`config.mk`:
```
export PLATFORM = sky130hd
export DESIGN_NAME = uart_receive_with_timeout
export DESIGN_NICKNAME = d
export VERILOG_FILES = /design/src/rtl/uartrx_pkg.sv /design/src/rtl/uart_receive_with_timeout.sv
export SDC_FILE = /design/constraint.sdc
export NUM_CORES = 1
export LEC_CHECK = 0
export BUFFER_PORTS_ARGS = -buffer_cell sky130_fd_sc_hd__buf_4
export CAP_MARGIN = 20
export CORE_ASPECT_RATIO = 2
export CORE_MARGIN = 2
export CORE_UTILIZATION = 56
export CTS_BUF_LIST = sky130_fd_sc_hd__clkbuf_8 sky130_fd_sc_hd__clkbuf_16
export DETAILED_ROUTE_END_ITERATION = 6
export MAX_ROUTING_LAYER = met4
export PLACE_DENSITY_LB_ADDON = 0.2
export RECOVER_POWER = 50
export SLEW_MARGIN = 20
export SYNTH_ARGS = -nofsm -noshare
export SYNTH_HDL_FRONTEND = slang
export SYNTH_SLANG_ARGS = --single-unit
```
`constraint.sdc`:
```
create_clock -name clk_i -period 3.2 [get_ports clk_i]
set_input_delay 0.64 -clock clk_i [delete_from_list [all_inputs] [get_ports clk_i]]
set_output_delay 0.64 -clock clk_i [all_outputs]
set_load 0.02 [all_outputs]
```
`src/rtl/uartrx_pkg.sv`:
```
// Package: shared codes and constants for the timed UART receiver.
package uartrx_pkg;

  localparam int unsigned DataBits = 8;
  localparam int unsigned PeriodW  = 12;
  localparam int unsigned CountW   = 16;
  localparam int unsigned CfgDataW = 16;

  typedef enum logic {
    OP_TICK = 1'b0,
    OP_ARM  = 1'b1
  } opcode_e;

  typedef enum logic {
    ST_BYTE    = 1'b0,
    ST_TIMEOUT = 1'b1
  } status_e;

  typedef enum logic {
    REG_BIT_PERIOD    = 1'b0,
    REG_TIMEOUT_TICKS = 1'b1
  } cfg_reg_e;

  localparam logic [PeriodW-1:0] BitPeriodReset    = 12'd104;
  localparam logic [CountW-1:0]  TimeoutTicksReset = 16'd1000;

endpackage

```
`src/rtl/uart_receive_with_timeout.sv`:
```
// Top level: armed 8N1 UART receiver with start-bit timeout.
//
//  channel | handshake               | payload
//  --------+-------------------------+-------------------------------
//  in      | in_valid_i / in_stall_o | opcode_i, rx_level_i
//  out     | out_valid_o/out_stall_i | received_byte_o, status_o
//  cfg     | cfg_valid_i/cfg_ready_o | cfg_index_i, cfg_data_i
//
// Each beat is handled in the cycle it is accepted: one item per clock while in_stall_o is low.
// State updates at the accept edge; a result lands in the output register.
// in_stall_o is high only while a result waits and out_stall_i is high.
// rst_ni clears phase, counters, registers to their reset values.
module uart_receive_with_timeout (
  input  logic                               clk_i,
  input  logic                               rst_ni,
  input  logic                               in_valid_i,
  output logic                               in_stall_o,
  input  logic                               opcode_i,
  input  logic                               rx_level_i,
  output logic                               out_valid_o,
  input  logic                               out_stall_i,
  output logic [7:0]                         received_byte_o,
  output logic                               status_o,
  input  logic                               cfg_valid_i,
  output logic                               cfg_ready_o,
  input  logic                               cfg_index_i,
  input  logic [uartrx_pkg::CfgDataW-1:0]    cfg_data_i
);

  typedef enum logic [1:0] {
    PH_IDLE = 2'd0,
    PH_HUNT = 2'd1,
    PH_RECV = 2'd2,
    PH_TAIL = 2'd3
  } phase_e;

  localparam int unsigned PW = uartrx_pkg::PeriodW;
  localparam int unsigned CW = uartrx_pkg::CountW;
  localparam int unsigned DB = uartrx_pkg::DataBits;

  phase_e                 phase_q, phase_d;
  logic [CW-1:0]          count_q, count_d;
  logic [2:0]             bit_idx_q, bit_idx_d;
  logic [DB-1:0]          shift_q, shift_d;
  logic [PW-1:0]          bit_period_q;
  logic [CW-1:0]          timeout_q;
  logic                   out_valid_q;
  logic [DB-1:0]          out_byte_q;
  logic                   out_status_q;

  logic                   in_accept;
  logic                   emit;
  logic                   emit_status;
  logic [DB-1:0]          emit_byte;
  logic [PW-1:0]          period;
  logic [CW-1:0]          start_load;
  logic [CW-1:0]          count_inc;
  logic [CW-1:0]          count_dec;

  assign cfg_ready_o = 1'b1;
  assign in_stall_o  = out_valid_q & out_stall_i;
  assign in_accept   = in_valid_i & ~in_stall_o;

  assign period     = (bit_period_q == '0) ? PW'(1) : bit_period_q;
  assign start_load = CW'(1) + CW'(period) + CW'(period >> 1);
  assign count_inc  = count_q + CW'(1);
  assign count_dec  = (count_q != '0) ? count_q - CW'(1) : '0;

  always_comb begin
    phase_d     = phase_q;
    count_d     = count_q;
    bit_idx_d   = bit_idx_q;
    shift_d     = shift_q;
    emit        = 1'b0;
    emit_status = uartrx_pkg::ST_BYTE;
    emit_byte   = '0;
    if (opcode_i == uartrx_pkg::OP_ARM) begin
      if (phase_q == PH_IDLE) begin
        if (timeout_q == '0) begin
          emit        = 1'b1;
          emit_status = uartrx_pkg::ST_TIMEOUT;
        end else begin
          phase_d = PH_HUNT;
          count_d = '0;
        end
      end
    end else begin
      case (phase_q)
        PH_HUNT: begin
          if (!rx_level_i) begin
            count_d   = start_load;
            bit_idx_d = '0;
            shift_d   = '0;
            phase_d   = PH_RECV;
          end else if (count_inc >= timeout_q) begin
            count_d     = '0;
            phase_d     = PH_IDLE;
            emit        = 1'b1;
            emit_status = uartrx_pkg::ST_TIMEOUT;
          end else begin
            count_d = count_inc;
          end
        end
        PH_RECV: begin
          count_d = count_dec;
          if (count_dec == '0) begin
            shift_d = shift_q | (DB'(rx_level_i) << bit_idx_q);
            count_d = CW'(period);
            if (bit_idx_q == 3'(DB - 1)) begin
              bit_idx_d = '0;
              phase_d   = PH_TAIL;
              emit      = 1'b1;
              emit_byte = shift_d;
            end else begin
              bit_idx_d = bit_idx_q + 3'd1;
            end
          end
        end
        PH_TAIL: begin
          count_d = count_dec;
          if (count_dec == '0) begin
            phase_d = PH_IDLE;
          end
        end
        default: begin
        end
      endcase
    end
  end

  always_ff @(posedge clk_i or negedge rst_ni) begin
    if (!rst_ni) begin
      phase_q      <= PH_IDLE;
      count_q      <= '0;
      bit_idx_q    <= '0;
      shift_q      <= '0;
      bit_period_q <= uartrx_pkg::BitPeriodReset;
      timeout_q    <= uartrx_pkg::TimeoutTicksReset;
      out_valid_q  <= 1'b0;
      out_byte_q   <= '0;
      out_status_q <= uartrx_pkg::ST_BYTE;
    end else begin
      if (cfg_valid_i && cfg_ready_o) begin
        if (cfg_index_i == uartrx_pkg::REG_BIT_PERIOD) begin
          bit_period_q <= cfg_data_i[PW-1:0];
        end else begin
          timeout_q <= cfg_data_i[CW-1:0];
        end
      end
      if (in_accept) begin
        phase_q   <= phase_d;
        count_q   <= count_d;
        bit_idx_q <= bit_idx_d;
        shift_q   <= shift_d;
      end
      if (in_accept && emit) begin
        out_valid_q  <= 1'b1;
        out_byte_q   <= emit_byte;
        out_status_q <= emit_status;
      end else if (!out_stall_i) begin
        out_valid_q <= 1'b0;
      end
    end
  end

  assign out_valid_o     = out_valid_q;
  assign received_byte_o = out_byte_q;
  assign status_o        = out_status_q;

  a_byte_enters_tail: assert property (@(posedge clk_i) disable iff (!rst_ni)
    (in_accept && emit && emit_status == uartrx_pkg::ST_BYTE) |=> phase_q == PH_TAIL)
    else $error("byte result without entering tail");

  a_timeout_idles: assert property (@(posedge clk_i) disable iff (!rst_ni)
    (in_accept && emit && emit_status == uartrx_pkg::ST_TIMEOUT) |=> phase_q == PH_IDLE)
    else $error("timeout result without returning to idle");

  a_recv_count_live: assert property (@(posedge clk_i) disable iff (!rst_ni)
    (phase_q == PH_RECV) |-> count_q != '0)
    else $error("sample counter reached zero while receiving");

  a_stall_needs_result: assert property (@(posedge clk_i) disable iff (!rst_ni)
    in_stall_o |-> out_valid_q)
    else $error("input stalled with empty output register");

endmodule
```
After elaboration in Yosys (flattened, before gate mapping)
Index checks and enable logic that the tools add are counted.
{"block": "word_totals", "regBits": 67, "input_bits": 24, "output_inout_bits": 12, "wordCells": 89}
{"block": "classes", "addsub": 5, "order_cmp": 1, "eq_ne": 13, "shifts": 1, "muxes": 41, "bitwise": 6, "reduce_logical": 13}
{"operator": "$mux 16", "count": 7}
{"operator": "$mux 8", "count": 6}
{"operator": "$pmux 16 s3", "count": 1}
{"operator": "$logic_not 16->1", "count": 2}
{"operator": "$add 16x1->16 const B", "count": 1}
{"operator": "$ge 16x16->1", "count": 1}
{"operator": "$mux 2", "count": 8}
{"operator": "$pmux 8 s2", "count": 1}
{"operator": "$reduce_bool 16->1", "count": 1}
{"operator": "$sub 16x1->16 const B", "count": 1}
{"operator": "$add 13x11->14", "count": 1}
{"operator": "$add 1x12->13 const A", "count": 1}
{"operator": "$logic_not 12->1", "count": 1}
{"operator": "$mux 12", "count": 1}
{"operator": "$mux 1", "count": 11}
{"operator": "$mux 3", "count": 3}
{"operator": "$ne 3x3->1 const B", "count": 3}
{"operator": "$or 8x8->8", "count": 1}
{"operator": "$reduce_and 8->1", "count": 1}
{"operator": "$shl 1x3->8", "count": 1}
{"operator": "$ne 2x2->1 const B", "count": 3}
{"operator": "$pmux 2 s3", "count": 1}
{"operator": "$pmux 3 s2", "count": 1}
{"operator": "$reduce_and 5->1", "count": 1}
{"operator": "15 further kinds", "count": 21}

Longest topological paths before layout
{"block": "depth", "depth_word": 8, "mapped_depth": 17, "mapped_depth_nobuf": 15}

Worst setup path before layout
No wires, ideal clock.
{"block": "synth_timing", "kind": "reg2reg", "start": "register bit_period_q[10]", "end": "register count_q[10]", "setup_ns": 0.094, "t_arrival_ns": 3.392, "t_required_ns": 3.106, "slack_ns": -0.286, "path_stages_with_launch": 17, "n_path_buf": 1, "period_less_slack_ns": 3.486, "cell_sequence": "dfrtp_1 > inv_1 > ha_1 > nand4_1 > nor4b_1 > clkbuf_1 > nor2_1 > ha_1 > fa_1 > nor2b_1 > o31a_1 > o21ai_0 > a21boi_0 > a221o_1 > xnor2_1 > o2111a_1 > a211oi_1"}
{"block": "synth_via", "elab_chain_cells": 7, "word_cells_on_any_way": 8, "cone_classes": "2 x add/sub; 5 x mux; 1 x reduce/logical"}
{"element": "start, declared", "line": "uart_receive_with_timeout.sv:45", "text": "logic [PW-1:0] bit_period_q;"}
{"element": "start signal, assigned", "line": "uart_receive_with_timeout.sv:137", "text": "bit_period_q <= uartrx_pkg::BitPeriodReset;"}
{"element": "start signal, assigned", "line": "uart_receive_with_timeout.sv:145", "text": "bit_period_q <= cfg_data_i[PW-1:0];"}
{"element": "$logic_not 12->1", "line": "uart_receive_with_timeout.sv:64", "text": "assign period = (bit_period_q == '0) ? PW'(1) : bit_period_q;"}
{"element": "$mux 12 *", "line": "uart_receive_with_timeout.sv:64"}
{"element": "$add 1x12->13", "line": "uart_receive_with_timeout.sv:65", "text": "assign start_load = CW'(1) + CW'(period) + CW'(period >> 1);"}
{"element": "$add 13x11->14", "line": "uart_receive_with_timeout.sv:65"}
{"element": "$mux 16", "line": "uart_receive_with_timeout.sv:90", "text": "if (!rx_level_i) begin"}
{"element": "$pmux 16 s3 *", "line": "uart_receive_with_timeout.sv:88", "text": "case (phase_q)"}
{"element": "$mux 16 *", "line": "uart_receive_with_timeout.sv:77", "text": "if (opcode_i == uartrx_pkg::OP_ARM) begin"}
{"element": "end signal, assigned", "line": "uart_receive_with_timeout.sv:152", "text": "count_q <= count_d;"}
{"element": "end, declared", "line": "uart_receive_with_timeout.sv:42", "text": "logic [CW-1:0] count_q, count_d;"}
Mark *: on every way between the ends. The rest lies on a longest branch, timed or not.
A chain may end at the register's enable or synchronous reset.

Worst setup path in the final report
{"block": "layout_timing", "start": "register bit_period_q[3]", "end": "register count_q[10]"}
Same word-level chain as after synthesis.

==> out/metrics.yaml <==
grt:
  grt_max_degree: 68
  antenna_found_initial: 0
  grt_use_total: 0.384
  grt-ovfl-total: 0
  grt_first_pass_wirelength_mm: 28.5
  grt_pass1_vias: 5574
logic_synthesis:
  synthTopCellsByArea: "dfrtp_1 (28%), ha_1 (10%), o21ai_0 (4.8%)"
  synth_top_area_frac: 0.279
  ys_seq_elements: 67
  synth_top_cell_by_area: "dfrtp_1"
  synthCells: 620
  syn_area_um2: 5200
  synthFlopType: "dfrtp_1"
  yosys.cell_count.top_type: "nand2_1"
  ys_seq_area_frac: 0.324
  synth_area_per_cell_um2: 8.39
  yosys_warnings: 0
  synthTopCellsByCount: "nand2_1 (64), dfrtp_1 (58), o21ai_0 (50)"
  synth_fp_nets: 687
  synth_edf_count: 0
  synth.distinct_cells: 68
  async_flop_share: 1.00
final_layout:
  diodes: 0
  final_cell_area_um2: 7440
  multi_input_area_um2: 3730
  fillCellCount: 532
  seq_area_um2: 1690
  drive_gt1_frac: 0.410
  final_util: 0.826
  final_nets: 845
  area.growth.synth_to_final_pct: 43.0
sta:
  rsz0062_at_grt: "true"
  hold_viol: 0
  drv_slew: 68
  worst_pin_slew_ns: 1.76
  slew_headroom: -0.172
  period_share: 1.07
  whs_ns: 0.481
  finalClockSkew_ns: 0.00587
  setup_violations: 9
  layout_min_cycle_time_ns: 3.41
  setup_slack_ns: -0.208
  fmax_mhz: 293
floorplan:
  start_util: 0.577
  die_w_um: 72.2
  rows: 49
  dieArea_um2: 10100
  core_um2: 9010
  fp.dieH_um: 140
  ios: 36
route:
  drc: 0
  vias: 5757
  dr.pass1.iters: 5
  drt-wirelength-per-cell_um: 23.0
  drt_iter0_markers: 574
  via_per_inst: 6.51
  drt-total-wl_mm: 20.3
  drtAntennaViolNets: 0
clock_network:
  clk_pin_slew_ns: 0.06
  cts.htree.levels: 3
  cts_tree: "done"
  clock_sinks: 67
  cts-hold-fix-buffers: 0
  cts_root_buffer: "clkbuf_16"
  clkLatencyLatePin_ns: 0.34
  cts_made_buffers: 9
  clock_path_buffers: 2
place:
  dp_slack_ns: -0.261
  place.gp.congestion: 1.04
  placed_cell_area_um2: 6280
  portBuffers: 34
  dp_hpwl_mm: 14.0
critical_path:
  cp.required_ns: 3.45
  critPathMaxFanout: 5
  reg2reg_from: "bit_period_q[3]"
  cp-end-kind: "register"
  critPathKind: "reg2reg"
  crit_path_start_kind: "register"
  arrival_ns: 3.66
  r2r_cells: 17
  rrSetupSlack_ns: -0.21
  worst_r2r_endpoint: "count_q[10]"
power:
  power_density_nw_per_um2: 806
  fin_total_pwr_w: 0.00600
  leakagePower_nw: 3.41
  ir_drop_mv: 0.577
job:
  cap_viol_max_count: 1
min_path:
  min_to: "received_byte_o[0]"
  hold-path-cell-count: 2
  hold_path.class: "reg2reg"
  hold_path_startpoint: "received_byte_o[0]"
run_status:
  violations: "capacitance limit, slew limit, setup timing"
  status: "finished with violations"
==> critical path, cell delays in order (launching register included) <==
cell and delay (ns):
dfstp_2 0.38, inv_1 0.11, ha_4 0.14, nand4_1 0.10
nor4b_2 0.33, buf_4 0.22, nor2_4 0.04, buf_6 0.11
inv_4 0.05, fa_2 0.21, nor2b_2 0.05, o31a_1 0.27
o21ai_2 0.19, a21boi_2 0.09, a221o_1 0.40, xnor2_2 0.17
o2111a_1 0.26, a211oi_2 0.20
==> metal layers <==
layer,part of all wire,track usage,vias to the layer above,wire length [um]
met1,0.34,0.389,2736,6820
met2,0.54,0.673,331,10900
met5,0,-,-,0
met3,0.054,0.0612,127,1110
met4,0.073,0.226,0,1490
li1,-,-,2563,-
==> per-stage QoR <==
| stage | cells | setup TNS (ns) |
|---|---|---|
| finish | 885 | -0.795 |
| global route | 885 | -3.34 |
| CTS | 858 | -0.257 |
| detailed placement | 830 | -2.29 |
| global placement | 830 | -1.24 |
| floorplan | 620 | 0 |
==> sequential cells by signal, indices dropped and copies added, names as in the netlist <==
name and flops:
status_o 1, bit_idx_q 3, received_byte_o 8, timeout_q 16, phase_q 2, count_q 16, out_valid_o 1, shift_q 8
bit_period_q 12
==> how the worst max path moves through the flow <==
stage	startpoint	end	depth (start not counted)
after floorplan	bit_period_q[10]	count_q[10]	16
after global placement	bit_period_q[2]	count_q[12]	17
after detailed placement	bit_period_q[4]	count_q[12]	17
after CTS	bit_period_q[11]	count_q[12]	17
after global routing	bit_period_q[2]	count_q[10]	15
final	bit_period_q[3]	count_q[10]	17
==> layout by cell type (no fill, tap or decap), drive strengths merged, types with 4 or more instances in the layout <==
master	netlist	layout
or3	6	6
o21a	6	6
ha	42	42
nand4	9	9
a211oi	4	4
nor2b	6	6
a211o	4	4
mux2	17	17
a21o	5	5
buf	9	175
xnor2	13	13
and2	4	4
xor2	12	12
o21ai	63	63
nand2b	9	9
clkbuf	25	15
a21oi	21	21
dfstp	9	9
nor2	42	42
dfrtp	58	58
and3	12	12
nor3b	5	5
nand2	64	64
a31oi	11	11
nor3	20	20
o211ai	5	5
o31ai	13	13
inv	41	44
nand3	21	21
nor4	14	14
==> kinds of logic (layout without fill, tap and decap cells) <==
family | after synthesis | after routing | share of synthesized area
xor gates and xnor gates | 25 | 25 | 0.0421
AOI/OAI and AO/OA | 167 | 167 | 0.214
buffers and inverters | 75 | 238 | 0.0565
and+or+nand+nor | 223 | 223 | 0.217
adders and majority gates | 43 | 43 | 0.105
other | 1 | 1 | 0.000721
muxes | 19 | 19 | 0.0406
DFF | 67 | 67 | 0.324
==> layout make-up <==
cell class | count | share of cell area
well taps | 102 | 0.0171
inverters | 41 | 0.0214
repair buffers | 181 | 0.192
clock inverters | 7 | 0.0113
flip-flops and latches | 67 | 0.227
clock buffers | 9 | 0.0303
multi-input cells | 478 | 0.501
==> power breakdown <==
| part | leakage, nW | internal, W | switching, W | total [W] |
|---|---|---|---|---|
| sequential | 0.843 | 0.00103 | 0.000167 | 0.00120 |
| clock | 0.149 | 0.000617 | 0.000429 | 0.00105 |
| combinational | 2.42 | 0.00164 | 0.00211 | 0.00376 |
| total | 3.41 | 0.00329 | 0.00271 | 0.00600 |
==> repair_timing <==
action                                  in CTS  in global routing
cloned                                       0                  5
setup buffers                               12                 23
pin swaps                                   35                 54
gates resized for setup                     48                 83
endpoints found under the setup margin      25                 36
No activity file was read; power rests on OpenSTA's default activity.
